--- config.mk ---
export PLATFORM = sky130hd
export DESIGN_NAME = escape_sequence_decoder_top
export DESIGN_NICKNAME = d
export VERILOG_FILES = /design/src/esd_pkg.sv /design/src/escape_sequence_decoder_top.sv
export SDC_FILE = /design/constraint.sdc
export NUM_CORES = 1
export LEC_CHECK = 0
export ABC_AREA = 1
export ABC_CLOCK_PERIOD_IN_PS = 4500
export BUFFER_PORTS_ARGS = -buffer_cell sky130_fd_sc_hd__buf_2
export CAP_MARGIN = 15
export CORE_ASPECT_RATIO = 2
export CORE_MARGIN = 8
export CORE_UTILIZATION = 28
export CTS_CLUSTER_SIZE = 10
export DETAILED_ROUTE_END_ITERATION = 8
export GPL_ROUTABILITY_DRIVEN = 0
export GPL_TIMING_DRIVEN = 0
export PLACE_DENSITY_LB_ADDON = 0.08
export SKIP_CTS_REPAIR_TIMING = 1
export SYNTH_ARGS = -nofsm -noshare
export SYNTH_HDL_FRONTEND = slang
export SYNTH_SLANG_ARGS = --single-unit
export TNS_END_PERCENT = 100
--- constraint.sdc ---
create_clock -name clock -period 4.5 [get_ports clock]
set_input_delay 0 -clock clock [delete_from_list [all_inputs] [get_ports clock]]
set_output_delay 0 -clock clock [all_outputs]
set_load 0.02 [all_outputs]
--- src/esd_pkg.sv ---
// Package: types, character codes and helpers for the escape sequence decoder.
`timescale 1ns / 1ps
`default_nettype none

package esd_pkg;

   localparam int unsigned MaxResults = 4;

   typedef struct packed {
      logic [7:0] in_char;
      logic       in_end;
   } esd_req_type;

   typedef struct packed {
      logic [7:0] out_char;
      logic       out_end;
   } esd_rsp_type;

   typedef enum logic [2:0] {
      MODE_IDLE = 3'd0,
      MODE_ESC  = 3'd1,
      MODE_OCT  = 3'd2,
      MODE_HEX1 = 3'd3,
      MODE_HEX2 = 3'd4
   } parse_mode_type;

   localparam logic [7:0] CHAR_BSLASH = 8'h5C;
   localparam logic [7:0] CHAR_R      = 8'h72;
   localparam logic [7:0] CHAR_N      = 8'h6E;
   localparam logic [7:0] CHAR_T      = 8'h74;
   localparam logic [7:0] CHAR_V      = 8'h76;
   localparam logic [7:0] CHAR_A      = 8'h61;
   localparam logic [7:0] CHAR_X      = 8'h78;

   localparam logic [7:0] CODE_CR  = 8'd13;
   localparam logic [7:0] CODE_LF  = 8'd10;
   localparam logic [7:0] CODE_HT  = 8'd9;
   localparam logic [7:0] CODE_VT  = 8'd11;
   localparam logic [7:0] CODE_BEL = 8'd7;

   function automatic logic is_oct(input logic [7:0] c);
      return (c >= 8'h30) && (c <= 8'h37);
   endfunction

   function automatic logic is_hex(input logic [7:0] c);
      return ((c >= 8'h30) && (c <= 8'h39)) ||
             ((c >= 8'h61) && (c <= 8'h66)) ||
             ((c >= 8'h41) && (c <= 8'h46));
   endfunction

   // Nibble value of a hex digit; zero for anything else.
   function automatic logic [3:0] hex_nib(input logic [7:0] c);
      logic [3:0] v;
      v = 4'd0;
      if ((c >= 8'h30) && (c <= 8'h39)) begin
         v = c[3:0];
      end else if (((c >= 8'h61) && (c <= 8'h66)) || ((c >= 8'h41) && (c <= 8'h46))) begin
         v = c[3:0] + 4'd9;
      end
      return v;
   endfunction

endpackage

`default_nettype wire

--- src/escape_sequence_decoder_top.sv ---
// Top level: backslash escape decoder with a four-entry result queue.
//
//  channel | direction | payload          | handshake
//  req_    | in        | esd_req_type     | req_valid / req_stall
//  rsp_    | out       | esd_rsp_type     | rsp_valid / rsp_stall
//
// Each accepted byte is decoded combinationally; its zero to four result
// bytes are loaded into the result queue at the same edge and leave one per
// cycle while rsp_stall is low. A byte with at most one result then sustains one
// transfer per cycle; one with more results stalls req_ while the queue drains.
// req_stall is high while the queue holds more than the one entry leaving now.
// Synchronous reset returns the parser to idle and empties the queue.
`timescale 1ns / 1ps
`default_nettype none

module escape_sequence_decoder_top import esd_pkg::*; (
   input  wire logic        clock,
   input  wire logic        reset,
   input  wire logic        req_valid,
   output logic             req_stall,
   input  wire esd_req_type req_payload,
   output logic             rsp_valid,
   input  wire logic        rsp_stall,
   output esd_rsp_type      rsp_payload
);

   // parser state
   parse_mode_type mode_ff, mode_in;
   logic [7:0]     digit_ff, digit_in;
   logic [1:0]     count_ff, count_in;
   logic [7:0]     held_ff, held_in;

   // result queue, entry 0 is the head
   esd_rsp_type    queue_ff [MaxResults];
   esd_rsp_type    queue_in [MaxResults];
   logic [2:0]     fill_ff, fill_in;

   // state after the byte, before any end-of-string flush
   parse_mode_type step_mode;
   logic [7:0]     step_digit;
   logic [7:0]     step_held;

   esd_rsp_type    emit [MaxResults];
   logic [2:0]     emit_n;

   logic           accept;
   logic           take;
   logic [7:0]     c;
   logic           take_oct;

   assign c        = req_payload.in_char;
   assign take_oct = is_oct(c) &&
                     ((count_ff == 2'd1) || ((count_ff == 2'd2) && (digit_ff < 8'd32)));

   assign rsp_valid   = (fill_ff != 3'd0);
   assign rsp_payload = queue_ff[0];
   assign take        = rsp_valid && !rsp_stall;
   // Accept when the queue is empty or its last entry leaves this cycle.
   assign req_stall   = !((fill_ff == 3'd0) || ((fill_ff == 3'd1) && !rsp_stall));
   assign accept      = req_valid && !req_stall;

   // Next parser state.
   always_comb begin
      step_mode  = mode_ff;
      step_digit = digit_ff;
      step_held  = held_ff;
      count_in   = count_ff;
      case (mode_ff)
         MODE_ESC: begin
            if (c == CHAR_X) begin
               step_mode = MODE_HEX1;
            end else if ((c != CHAR_BSLASH) && is_oct(c)) begin
               step_digit = {5'd0, c[2:0]};
               count_in   = 2'd1;
               step_mode  = MODE_OCT;
            end else begin
               step_mode = MODE_IDLE;
            end
         end
         MODE_OCT: begin
            if (take_oct) begin
               if (count_ff == 2'd2) begin
                  step_digit = 8'd0;
                  count_in   = 2'd0;
                  step_mode  = MODE_IDLE;
               end else begin
                  step_digit = {digit_ff[4:0], c[2:0]};
                  count_in   = count_ff + 2'd1;
               end
            end else begin
               step_digit = 8'd0;
               count_in   = 2'd0;
               step_mode  = (c == CHAR_BSLASH) ? MODE_ESC : MODE_IDLE;
            end
         end
         MODE_HEX1: begin
            if (is_hex(c)) begin
               step_held = c;
               step_mode = MODE_HEX2;
            end else begin
               step_mode = (c == CHAR_BSLASH) ? MODE_ESC : MODE_IDLE;
            end
         end
         MODE_HEX2: begin
            step_held = 8'd0;
            if (is_hex(c)) begin
               step_mode = MODE_IDLE;
            end else begin
               step_mode = (c == CHAR_BSLASH) ? MODE_ESC : MODE_IDLE;
            end
         end
         default: begin
            step_mode = (c == CHAR_BSLASH) ? MODE_ESC : MODE_IDLE;
         end
      endcase

      // End of string: drop anything pending and return to idle.
      if (req_payload.in_end) begin
         mode_in  = MODE_IDLE;
         digit_in = 8'd0;
         held_in  = 8'd0;
         count_in = 2'd0;
      end else begin
         mode_in  = step_mode;
         digit_in = step_digit;
         held_in  = step_held;
      end
   end

   // Result bytes made by the accepted byte.
   always_comb begin
      logic       plain_out;
      logic [2:0] last;
      for (int i = 0; i < MaxResults; i++) begin
         emit[i] = '{out_char: 8'd0, out_end: 1'b0};
      end
      emit_n    = 3'd0;
      plain_out = 1'b0;
      last      = 3'd0;
      case (mode_ff)
         MODE_ESC: begin
            if (c == CHAR_BSLASH) begin
               emit[0].out_char = CHAR_BSLASH;
               emit_n = 3'd1;
            end else if (c == CHAR_R) begin
               emit[0].out_char = CODE_CR;
               emit_n = 3'd1;
            end else if (c == CHAR_N) begin
               emit[0].out_char = CODE_LF;
               emit_n = 3'd1;
            end else if (c == CHAR_T) begin
               emit[0].out_char = CODE_HT;
               emit_n = 3'd1;
            end else if (c == CHAR_V) begin
               emit[0].out_char = CODE_VT;
               emit_n = 3'd1;
            end else if (c == CHAR_A) begin
               emit[0].out_char = CODE_BEL;
               emit_n = 3'd1;
            end else if ((c != CHAR_X) && !is_oct(c)) begin
               // unknown escape: pass both bytes through
               emit[0].out_char = CHAR_BSLASH;
               emit[1].out_char = c;
               emit_n = 3'd2;
            end
         end
         MODE_OCT: begin
            if (take_oct) begin
               if (count_ff == 2'd2) begin
                  emit[0].out_char = {digit_ff[4:0], c[2:0]};
                  emit_n = 3'd1;
               end
            end else begin
               emit[0].out_char = digit_ff;
               emit_n    = 3'd1;
               plain_out = 1'b1;
            end
         end
         MODE_HEX1: begin
            if (!is_hex(c)) begin
               emit[0].out_char = CHAR_BSLASH;
               emit[1].out_char = CHAR_X;
               emit_n    = 3'd2;
               plain_out = 1'b1;
            end
         end
         MODE_HEX2: begin
            if (is_hex(c)) begin
               emit[0].out_char = {hex_nib(held_ff), hex_nib(c)};
               emit_n = 3'd1;
            end else begin
               emit[0].out_char = CHAR_BSLASH;
               emit[1].out_char = CHAR_X;
               emit[2].out_char = held_ff;
               emit_n    = 3'd3;
               plain_out = 1'b1;
            end
         end
         default: begin
            plain_out = 1'b1;
         end
      endcase

      // ordinary byte handling after a fallback or in idle
      if (plain_out && (c != CHAR_BSLASH)) begin
         emit[emit_n[1:0]].out_char = c;
         emit_n = emit_n + 3'd1;
      end

      // flush a pending escape at end of string
      if (req_payload.in_end) begin
         case (step_mode)
            MODE_ESC: begin
               emit[emit_n[1:0]].out_char = CHAR_BSLASH;
               emit_n = emit_n + 3'd1;
            end
            MODE_OCT: begin
               emit[emit_n[1:0]].out_char = step_digit;
               emit_n = emit_n + 3'd1;
            end
            MODE_HEX1: begin
               emit[emit_n[1:0]].out_char = CHAR_BSLASH;
               emit_n = emit_n + 3'd1;
               emit[emit_n[1:0]].out_char = CHAR_X;
               emit_n = emit_n + 3'd1;
            end
            MODE_HEX2: begin
               emit[emit_n[1:0]].out_char = CHAR_BSLASH;
               emit_n = emit_n + 3'd1;
               emit[emit_n[1:0]].out_char = CHAR_X;
               emit_n = emit_n + 3'd1;
               emit[emit_n[1:0]].out_char = step_held;
               emit_n = emit_n + 3'd1;
            end
            default: begin
            end
         endcase
         // mark the last byte of the string
         if (emit_n != 3'd0) begin
            last = emit_n - 3'd1;
            emit[last[1:0]].out_end = 1'b1;
         end
      end
   end

   // Result queue: load on accept, otherwise advance on each output transfer.
   always_comb begin
      for (int i = 0; i < MaxResults; i++) begin
         queue_in[i] = queue_ff[i];
      end
      fill_in = fill_ff;
      if (accept) begin
         for (int i = 0; i < MaxResults; i++) begin
            queue_in[i] = emit[i];
         end
         fill_in = emit_n;
      end else if (take) begin
         for (int i = 0; i < MaxResults - 1; i++) begin
            queue_in[i] = queue_ff[i + 1];
         end
         fill_in = fill_ff - 3'd1;
      end
   end

   always_ff @(posedge clock) begin
      if (reset) begin
         mode_ff  <= MODE_IDLE;
         digit_ff <= 8'd0;
         count_ff <= 2'd0;
         held_ff  <= 8'd0;
         fill_ff  <= 3'd0;
      end else begin
         fill_ff <= fill_in;
         if (accept) begin
            mode_ff  <= mode_in;
            digit_ff <= digit_in;
            count_ff <= count_in;
            held_ff  <= held_in;
         end
      end
   end

   // payload entries carry no reset
   always_ff @(posedge clock) begin
      for (int i = 0; i < MaxResults; i++) begin
         queue_ff[i] <= queue_in[i];
      end
   end

endmodule

`default_nettype wire

After elaboration in Yosys (flattened, before gate mapping) --
Memory sizes are Yosys's and may differ from the RTL's. Cells that the tools add are included.
Storage, ports and cells: flip-flop bits (word level) 24, bits in latches 0, memory bits (writable) 36, bits in read-only memories 0, input bits 13, memories 1
Operators by class: $add $sub $neg 9, multipliers 0, divide/modulo/power cells 0, order comparisons 24, equality and inequality tests 22, shift-type cells 0, mux-type cells 96, bitwise gates (word level) 5, reductions and logical operators 37
Memories:
- queue_ff | depth 4, width 9, read ports 4, clocked after memory_dff 0, write ports 4, line escape_sequence_decoder_top.sv:34 | esd_rsp_type queue_ff [MaxResults];
Operators with widths (count):
- 36-bit bitwise mux | 6
- 8-bit 2-to-1 mux | 19
- 36-bit 2-to-1 mux | 4
- 36-bit case mux with 4 select lines | 1
- 9-bit demux with 2-bit select | 5
- 7-bit 2-to-1 mux | 9
- 8-bit by 7-bit == test with 1-bit output (second input constant) | 7
- 27-bit 2-to-1 mux | 2
- 8-bit case mux with 2 select lines | 3
- 9-bit 2-to-1 mux | 5
- 8-bit by 7-bit >= comparator with 1-bit output (second input constant) | 4
- 8-bit by 7-bit less-or-equal comparator with 1-bit output (second input constant) | 4
- 2-bit 2-to-1 mux | 16
- 8-bit case mux with 4 select lines | 1
- 3-bit 2-to-1 mux | 10
- 8-bit by 6-bit less-or-equal comparator with 1-bit output (second input constant) | 3
- 3-bit case mux with 4 select lines | 2
- 1-bit logical AND | 20
- 8-bit by 6-bit >= comparator with 1-bit output (second input constant) | 2
- 4-bit 2-to-1 mux | 4
- 8-bit by 7-bit inequality test with 1-bit output (second input constant) | 2
- 3-bit >= comparator (second input constant) | 5
- 3-bit by 1-bit less-than comparator with 1-bit output (second input constant) | 5
- 2-bit inverter with 3-bit output | 5
- other kinds (23) | 49

Logic depth before layout (Yosys ltp) --
Gate-level depths: netlist of the first run.
depth after elaboration 29, depth in mapped cells 25

Worst setup path before layout of the first run --
Ideal clock, no wire load.
path type flip-flop to flip-flop, start register count_ff[1], end memory queue_ff[1][5] in the netlist's numbering, data pin, setup time 255 ps, data arrival time 3231 ps, data required time 4245 ps, setup slack 1014 ps, stages on the path, launching flop included 23, path buffers 2, clock period less this slack 3486 ps, path through dfxtp_1 > inv_1 > nor2_1 > nand3_1 > nand2_1 > nand2_4 > o21ai_2 > nand3_1 > inv_2 > ha_1 > o21ai_1 > ha_1 > clkbuf_1 > inv_1 > clkbuf_1 > nand2_1 > a22oi_1 > a21oi_1 > o21ai_0 > nand2_1 > nand2_1 > o22ai_1 > inv_1
RTL lines:
- start: declaration | line escape_sequence_decoder_top.sv:30 | logic [1:0] count_ff, count_in;
- start signal: assignment | line escape_sequence_decoder_top.sv:277 | count_ff <= count_in;
- end: declaration | line escape_sequence_decoder_top.sv:34

==> flow_metrics.tcl, run 1 <==
set metrics [dict create \
    status "finished, final reports clean" \
    synth.top_cell.area_share_pct 21.3 \
    yosys-top-cells-count "nand2_1 (193), inv_1 (79), o21ai_0 (72)" \
    numCtsBuffers 9 \
    first_iter_violations 390 \
    grt_max_degree 32 \
    vias 5607 \
    clockBufferDepth 2 \
    hold_end "queue_ff[3][8]" \
    numPlacedInstances 996 \
    fin_crit_ps 4130 \
    grtUsageTotal_pct 19.2 \
    yosysTopAreaCell "edfxtp_1" \
    tightestPinTransition_ps 964 \
    avgViaCountPerCell 5.54 \
    clockRootBuffer "clkbuf_16" \
    start_util_pct 28.5 \
    ys_seq_elements 60 \
    synthMuxAreaShare_pct 0 \
    max_freq_mhz 242 \
    crit_arrival_ps 4230 \
    r2r_setup_slack_ps 370 \
    crit_fanout 10 \
    die_x_um 111 \
    setup_viol_count_final 0 \
    drive_above_1_share_pct 11.4 \
    avgSynthCellArea_um2 6.66 \
    synth_area_um2 5080 \
    fin_setup_tns_ps 0 \
    drcViolationCount 0 \
    ys_types 48 \
    grt_pass1_vias 5631 \
    cts_tree "done" \
    worst_hold_path_type "input port to flip-flop" \
    finalNonFillerCells 1013 \
    yosysSeqAreaShare_pct 30.8 \
    worstHoldPathCells 3 \
    cts.clk_slew.worst_paths_ps 60 \
    utilization_pct 32.6 \
    num_rows 69 \
    synth-compound-area-share_pct 22.4 \
    synthXorXnorAreaFrac_pct 0.172 \
    synth_top_family_by_area "simple AND/OR/NAND/NOR gates" \
    yosysMostFrequentCell "nand2_1" \
    layout.nets 827 \
    wirelength_um 22100 \
    diodes 0 \
    antenna_found_initial 0 \
    synth_fa_ha_area_share_pct 4.68 \
    ir_drop_mv 0.213 \
    cts_sinks 60 \
    min_period_over_period_pct 91.9 \
    cp_common_cell "nand2_1" \
    worstSetupPathType "flip-flop to flip-flop" \
    critPathLaunchType "flip-flop" \
    insertion_delay_ps 350 \
    coreArea_um2 17800 \
    worstReg2RegEnd "queue_ff[2][5]" \
    die_h_um 206 \
    syn2layout_area_growth_pct 14.0 \
    ys_async_sr_fraction_pct 0 \
    fillers 1957 \
    syn_inst 762 \
    max-cap-violations 0 \
    synth-simple-area-share_pct 32.2 \
    drt.antenna.violating_nets 0 \
    hold_viol 0 \
    finalClockSkew_ps 10.1 \
    htree_num_levels 3 \
    p_total_mw 2.32 \
    p_leak_nw 2.42 \
    r2r_start "mode_ff[0]" \
    drt-pass1-iter-count 7 \
    cp-end-kind "flip-flop" \
    synth_flop_cell "edfxtp_1" \
    ys_top_cells_by_area "edfxtp_1 (21%), nand2_1 (14%), dfxtp_1 (9.5%)" \
    gr-total-overflow 0 \
    grt_pass1_wl_um 33100 \
    worstPathCellList "inv_1 -> nor3_2 -> nand2_2 -> inv_1 -> nand2_1 -> nand2_1 -> ha_1 -> o21ai_2 -> inv_1 -> ha_1 -> clkbuf_1 -> inv_1 -> buf_2 -> nand3_1 -> nand2_1 -> nand4_1 -> nand2_1 -> nand2_1" \
    io_buffers 21 \
    die_area_um2 23000 \
    slowest_stage "nor3_2" \
    finalMaxSlewViolations 0 \
    critPathRequiredTime_ps 4600 \
    yosysWarnings 0 \
    dpl.hpwl_um 18000 \
    slew_headroom_pct 35.7 \
    wire_per_inst_um 21.8 \
    cp_slowest_stage_delay_ps 430 \
    synth_edf_count 36 \
    synth_nets 794 \
    crit_start "mode_ff[0]" \
    power_density_nw_per_um2 401 \
    min-delay-start "req_payload[8]" \
    rr_worst_depth 18 \
    io_pins 24 \
    rsz0062_at_grt "no" \
]
==> power by group <==
| part | switching [mW] | internal [mW] | total (mW) |
|---|---|---|---|
| Combinational | 0.529 | 0.224 | 0.753 |
| Clock | 0.267 | 0.423 | 0.689 |
| Sequential | 0.0480 | 0.832 | 0.880 |
| Total | 0.844 | 1.48 | 2.32 |
==> worst max path at each step <==
stage	depth (start not counted)	slack, ps	to
CTS	20	-300	queue_ff[1][3]
global route	20	70	queue_ff[1][3]
finish	18	370	queue_ff[2][5]
global placement	20	-210	queue_ff[2][7]
detailed placement	20	-290	queue_ff[1][3]
floorplan	22	1010	queue_ff[1][5]
==> placed cells by master, fill, tap and decap left out, types with 2 or more instances in the layout <==
cell type    n
o21ai_2      4
nand2_2      7
nand2_4      6
o21ai_1      9
clkbuf_16    9
nor2_1      64
clkinv_1     3
nor3_1       9
nor2_4       2
nor4_1       2
a31oi_1     13
a22oi_1      2
nor2_2       3
nand3_2      3
buf_6        3
dfxtp_1     24
ha_1        18
inv_2        8
buf_2       28
o31ai_1      3
nand4_1     15
or2_2        2
o22ai_1     17
edfxtp_1    36
a21oi_1     54
a2bb2oi_1    3
nand3_1     50
o21ai_0     72
clkbuf_1    17
nand3_4      2
clkinv_2     2
o211ai_1    13
inv_1       79
buf_4        3
o2111ai_1    2
nand2_1    193
==> area by class of cell <==
class / instances / area, µm² / share of cell area, %
Clock buffer: 10 / 229 / 3.96
Tap cell: 213 / 267 / 4.60
Sequential cell: 60 / 1560 / 27.0
Clock inverter: 6 / 55.1 / 0.951
Multi-Input combinational cell: 582 / 3040 / 52.5
Timing Repair Buffer: 23 / 143 / 2.46
Inverter: 89 / 339 / 5.86
Buffer: 30 / 155 / 2.68
==> metal layers <==
metal  vias up  track usage [%]  share of wire, %
li1       2677                -                 -
met1      2601             16.7                33
met2       244             36.9                55
met3        85             3.55               5.0
met4         0             16.1               7.8
met5         -                0                 0
==> critical path: cells and delay by family, from the launching register on <==
| family | cells | cell delay [ps] |
|---|---|---|
| buffers and inverters | 6 | 1180 |
| adder cells (fa/ha/maj) | 2 | 510 |
| AO/OA/AOI/OAI | 1 | 280 |
| AND/OR/NAND/NOR | 9 | 1500 |
| flip-flops | 1 | 390 |
==> state kept, by name, summed over array words and instances, names as in the netlist <==
name      cells
mode_ff       3
queue_ff     36
fill_ff       3
count_ff      2
held_ff       8
digit_ff      8
==> through the flow <==
step	hold WS, ps	worst slack [ps]	cell area (µm²)
3_5_place_dp	205	-285	5450
2_1_floorplan	69.1	1010	5080
4_1_cts	-154	-303	5730
6_report	53.7	366	5790
5_1_grt	58.6	73.7	5790
3_3_place_gp	204	-206	5450
==> kinds of logic (layout without fill, tap and decap cells) <==
family	count (synthesis)	count (layout)
flip-flops	60	60
XOR/XNOR	1	1
AO/OA/AOI/OAI	200	200
AND/OR/NAND/NOR	362	362
buffers and inverters	120	158
adder cells (fa/ha/maj)	19	19
No activity file was read; power rests on OpenSTA's default activity.
==> run 2: changes to the inputs <==
--- a/config.mk
+++ b/config.mk
@@ -7,7 +7,7 @@
 export LEC_CHECK = 0
 export ABC_AREA = 1
 export ABC_CLOCK_PERIOD_IN_PS = 4500
-export BUFFER_PORTS_ARGS = -buffer_cell sky130_fd_sc_hd__buf_2
+export BUFFER_PORTS_ARGS = -buffer_cell sky130_fd_sc_hd__buf_4
 export CAP_MARGIN = 15
 export CORE_ASPECT_RATIO = 2
 export CORE_MARGIN = 8
==> flow_metrics.tcl, run 2 (same netlist as run 1, synthesis figures left out) <==
set metrics [dict create \
    numCtsBuffers 9 \
    critPathLaunchType "flip-flop" \
    clockRootBuffer "clkbuf_16" \
    min_period_over_period_pct 93.9 \
    final_cell_mix "nand2_1 (193), inv_1 (79), o21ai_0 (72), nor2_1 (64), a21oi_1 (54)" \
    p_leak_nw 2.43 \
    slew_headroom_pct 32.5 \
    wire_per_inst_um 22.2 \
    first_iter_violations 412 \
    vias 5644 \
    io_pins 24 \
    fillers 1971 \
    multi_input_area_um2 3050 \
    io_buffers 21 \
    seqPwrFrac_pct 38.1 \
    layout.nets 827 \
    crit_fanout 10 \
    drcViolationCount 0 \
    diodes 0 \
    cp-end-kind "flip-flop" \
    p_switching_mw 0.858 \
    reg.largest.list "queue_ff (36), digit_ff (8), held_ff (8)" \
    gr-total-overflow 0 \
    fin_setup_tns_ps 0 \
    comb_power_share_pct 34.7 \
    p_clk_share_pct 27.2 \
    die_h_um 206 \
    power_density_nw_per_um2 397 \
    pre_cts_slack_ps -291 \
    setup_viol_count_final 0 \
    avgViaCountPerCell 5.57 \
    layout_setup_ws_ps 276 \
    drive_above_1_share_pct 11.4 \
    holdWs_ps 7.19 \
    grt_max_degree 32 \
    register_area_um2 1560 \
    num_rows 69 \
    final_common_cell "nand2_1" \
    crit_arrival_ps 4320 \
    die_x_um 111 \
    hold_viol 0 \
    p_sw_share_pct 37.1 \
    grtUsageTotal_pct 19.5 \
    wirelength_um 22500 \
    utilization_pct 32.7 \
    p_int_mw 1.45 \
    start_util_pct 28.5 \
    syn2layout_area_growth_pct 14.7 \
    drt.antenna.violating_nets 0 \
    largest_reg_flops 36 \
    max-cap-violations 0 \
    cts_tree "done" \
    coreArea_um2 17800 \
    fin_crit_ps 4220 \
    drt-pass1-iter-count 5 \
    ir_drop_mv 0.234 \
    grt_pass1_wl_um 33800 \
    tightestPinTransition_ps 1010 \
    critPathRequiredTime_ps 4600 \
    insertion_delay_ps 340 \
    max_freq_mhz 237 \
    clockBufferDepth 2 \
    largest-register "queue_ff" \
    cts_sinks 60 \
    rsz0062_at_grt "no" \
    grt_pass1_vias 5582 \
    die_area_um2 23000 \
    antenna_found_initial 0 \
    finalClockSkew_ps 6.37 \
    worstSetupPathType "flip-flop to flip-flop" \
    cts.clk_slew.worst_paths_ps 60 \
    dpl.hpwl_um 18000 \
    worst_hold_path_type "input port to flip-flop" \
    status "finished, final reports clean" \
    finalMaxSlewViolations 0 \
    htree_num_levels 3 \
]
run 2: cell count changes in the layout (fill, tap and decap cells not counted):
cell / before / now
nor3_2: 1 / 0
bufinv_16: 1 / 0
clkinv_2: 2 / 3
clkbuf_2: 0 / 1
clkbuf_1: 17 / 16
clkinv_1: 3 / 4
buf_4: 3 / 24
buf_2: 28 / 6
nor3_4: 1 / 2
run 2: final cells by class:
class / count / share of cell area (%)
plain buffers: 30 / 2.66
clock buffers: 9 / 3.87
clock inverters: 7 / 0.580
inverters: 89 / 5.82
multi-input cells: 582 / 52.3
flip-flops and latches: 60 / 26.8
well taps: 213 / 4.58
repair buffers: 23 / 3.35
run 2: worst paths after layout:
check,startpoint,end,slack (ps),cells past startpoint
worst max-delay path,count_ff[1],queue_ff[2][7],280,20
worst min-delay path,req_payload[8],queue_ff[3][8],7,3
worst max register to register,count_ff[1],queue_ff[2][7],280,20
worst min register to register,count_ff[1],count_ff[1],460,2
run 2: per-layer routing:
metal  up-vias  share of wire, %  GRT usage (%)
li1       2670                 -              -
met1      2663                34           17.6
met2       229                55           38.0
met3        82               4.3           3.23
met4         0               6.9           14.2
met5         -                 0              0
run 2: critical path, stage by stage, from the launching register on:
cell	delay [ps]
dfxtp_1	320
inv_1	60
nor2_2	230
nand3_1	110
nand2_1	140
nand2_4	130
o21ai_4	320
nand3_2	210
inv_2	120
ha_1	250
o21ai_2	290
inv_1	140
ha_1	210
clkbuf_1	300
inv_1	240
clkbuf_2	320
nand3_1	130
nand2_1	190
nand4_1	130
nand2_1	80
nand2_1	50
run 2: per-stage QoR:
stage | area [µm²] | power [mW] | std cells
3_3_place_gp | 5500 | 1.65 | 996
4_1_cts | 5760 | 2.30 | 1012
6_report | 5820 | 2.31 | 1013
2_1_floorplan | 5080 | 1.35 | 762
5_1_grt | 5820 | 2.44 | 1013
3_5_place_dp | 5500 | 1.67 | 996
run 2: power by group through the flow:
| stage | registers, mW | logic (mW) | clock network (mW) |
|---|---|---|---|
| final | 0.881 | 0.801 | 0.628 |
| after global routing | 0.901 | 0.881 | 0.659 |
| after CTS | 0.889 | 0.772 | 0.640 |
| after detailed placement | 0.897 | 0.769 | 0 |
| after global placement | 0.895 | 0.756 | 0 |
| after floorplan | 0.939 | 0.411 | 0 |
==> run 3: changes to the inputs <==
==> constraint.sdc (replaced) <==
create_clock -name clock -period 4.5 [get_ports clock]
set_input_delay 0.225 -clock clock [delete_from_list [all_inputs] [get_ports clock]]
set_output_delay 0.225 -clock clock [all_outputs]
set_load 0.02 [all_outputs]
==> flow_metrics.tcl, run 3 (same netlist as run 1, synthesis figures left out) <==
set metrics [dict create \
    cp_common_cell "nand2_1" \
    path_delay_family "simple AND/OR/NAND/NOR gates" \
    finalClockSkew_ps 8.66 \
    setup_viol_count_final 0 \
    grt_pass1_wl_um 33800 \
    largest-register "queue_ff" \
    io_pins 24 \
    fin_setup_tns_ps 0 \
    final_cell_mix "nand2_1 (193), inv_1 (79), o21ai_0 (72), nor2_1 (64), a21oi_1 (54)" \
    p_int_mw 1.45 \
    clockRootBuffer "clkbuf_16" \
    cts_sinks 60 \
    die_x_um 111 \
    p_sw_share_pct 37.2 \
    crit_start "count_ff[1]" \
    worstReg2RegEnd "queue_ff[2][7]" \
    status "finished, final reports clean" \
    antenna_found_initial 0 \
    grt_max_degree 32 \
    htree_num_levels 3 \
    worstPathCellList "inv_1 -> nor2_2 -> nand3_1 -> nand2_1 -> nand2_4 -> o21ai_4 -> nand3_2 -> inv_2 -> ha_1 -> o21ai_2 -> inv_1 -> ha_1 -> clkbuf_1 -> inv_1 -> clkbuf_2 -> nand3_1 -> nand2_1 -> nand4_1 -> nand2_1 -> nand2_1" \
    first_iter_violations 386 \
    comb_power_share_pct 34.6 \
    max_freq_mhz 236 \
    gr-total-overflow 0 \
    die_area_um2 23000 \
    drive_above_1_share_pct 11.4 \
    ir_drop_mv 0.232 \
    worstHoldPathCells 2 \
    wire_per_inst_um 22.2 \
    finalMaxSlewViolations 0 \
    crit_path_end "queue_ff[2][7]" \
    power_density_nw_per_um2 397 \
    largest_reg_flops 36 \
    p_clk_share_pct 27.3 \
    final_area_um2 5820 \
    grtUsageTotal_pct 19.5 \
    cp.depth 20 \
    min_period_over_period_pct 94.2 \
    cts.clk_slew.worst_paths_ps 60 \
    p_leak_nw 2.42 \
    critPathLaunchType "flip-flop" \
    drt-pass1-iter-count 5 \
    hold_viol 0 \
    cts_tree "done" \
    num_rows 69 \
    numCtsBuffers 9 \
    slowest_stage "dfxtp_1" \
    vias 5587 \
    drcViolationCount 0 \
    r2r_setup_slack_ps 260 \
    seqPwrFrac_pct 38.1 \
    reg.largest.list "queue_ff (36), digit_ff (8), held_ff (8)" \
    drt.antenna.violating_nets 0 \
    diodes 0 \
    syn2layout_area_growth_pct 14.7 \
    fin_crit_ps 4240 \
    wirelength_um 22400 \
    r2r_start "count_ff[1]" \
    dpl.hpwl_um 18000 \
    grt_pass1_vias 5582 \
    path_buf_inv 6 \
    coreArea_um2 17800 \
    die_h_um 206 \
    tightestPinTransition_ps 1010 \
    layout.nets 826 \
    cp-end-kind "flip-flop" \
    cp_slowest_stage_delay_ps 320 \
    slew_headroom_pct 32.6 \
    crit_fanout 10 \
    p_switching_mw 0.861 \
    io_buffers 21 \
    critPathRequiredTime_ps 4600 \
    worst_hold_path_type "input port to flip-flop" \
    insertion_delay_ps 340 \
    worstSetupPathType "flip-flop to flip-flop" \
    rr_worst_depth 20 \
    rsz0062_at_grt "no" \
    max-cap-violations 0 \
    final_common_cell "nand2_1" \
    crit_arrival_ps 4340 \
    post_dp_cell_area_um2 5500 \
    avgViaCountPerCell 5.52 \
    clockBufferDepth 2 \
    start_util_pct 28.5 \
]
[run 3: cell count changes in the layout (fill, tap and decap cells not counted)]
cell | before | now
dlygate4sd3_1 | 1 | 0
nand4_4 | 0 | 1
nand4_2 | 1 | 0
[run 3: power groups by stage]
stage	combinational, mW	clock [mW]	sequential, mW
2_1_floorplan	0.411	0	0.939
3_3_place_gp	0.756	0	0.895
3_5_place_dp	0.769	0	0.897
4_1_cts	0.772	0.640	0.889
5_1_grt	0.881	0.659	0.901
6_report	0.800	0.632	0.881
[run 3: through the flow]
| stage | std cells | hold WS [ps] | utilization, % | power (mW) | setup slack, ps |
|---|---|---|---|---|---|
| floorplan | 762 | 294 | - | 1.35 | 1010 |
| global placement | 996 | 411 | 30.9 | 1.65 | -382 |
| detailed placement | 996 | 419 | 30.9 | 1.67 | -407 |
| CTS | 1012 | 59.7 | 32.4 | 2.30 | -320 |
| global route | 1012 | 72.0 | 32.7 | 2.44 | 21.1 |
| finish | 1012 | 66.9 | 32.7 | 2.31 | 260 |
[run 3: cell type report]
cell class                      instances  area (µm²)
Buffer                                 30         155
Sequential cell                        60        1560
Multi-Input combinational cell        582        3060
Fill cell                            1969       12000
Clock inverter                          7        33.8
Timing Repair Buffer                   22         185
Clock buffer                            9         225
Inverter                               89         339
Tap cell                              213         267
[run 3: worst min path at each step]
stage,from,to,slack (ps)
after floorplan,reset,held_ff[4],290
after global placement,reset,held_ff[4],410
after detailed placement,reset,held_ff[4],420
after CTS,reset,held_ff[4],60
after global routing,reset,held_ff[4],70
final,reset,held_ff[4],70
[run 3: routing by layer]
layer  part of all wire [%]  track usage, %
met1                     34            17.6
met3                    4.0            3.23
met5                      0               0
met2                     55            38.0
met4                    7.1            14.2
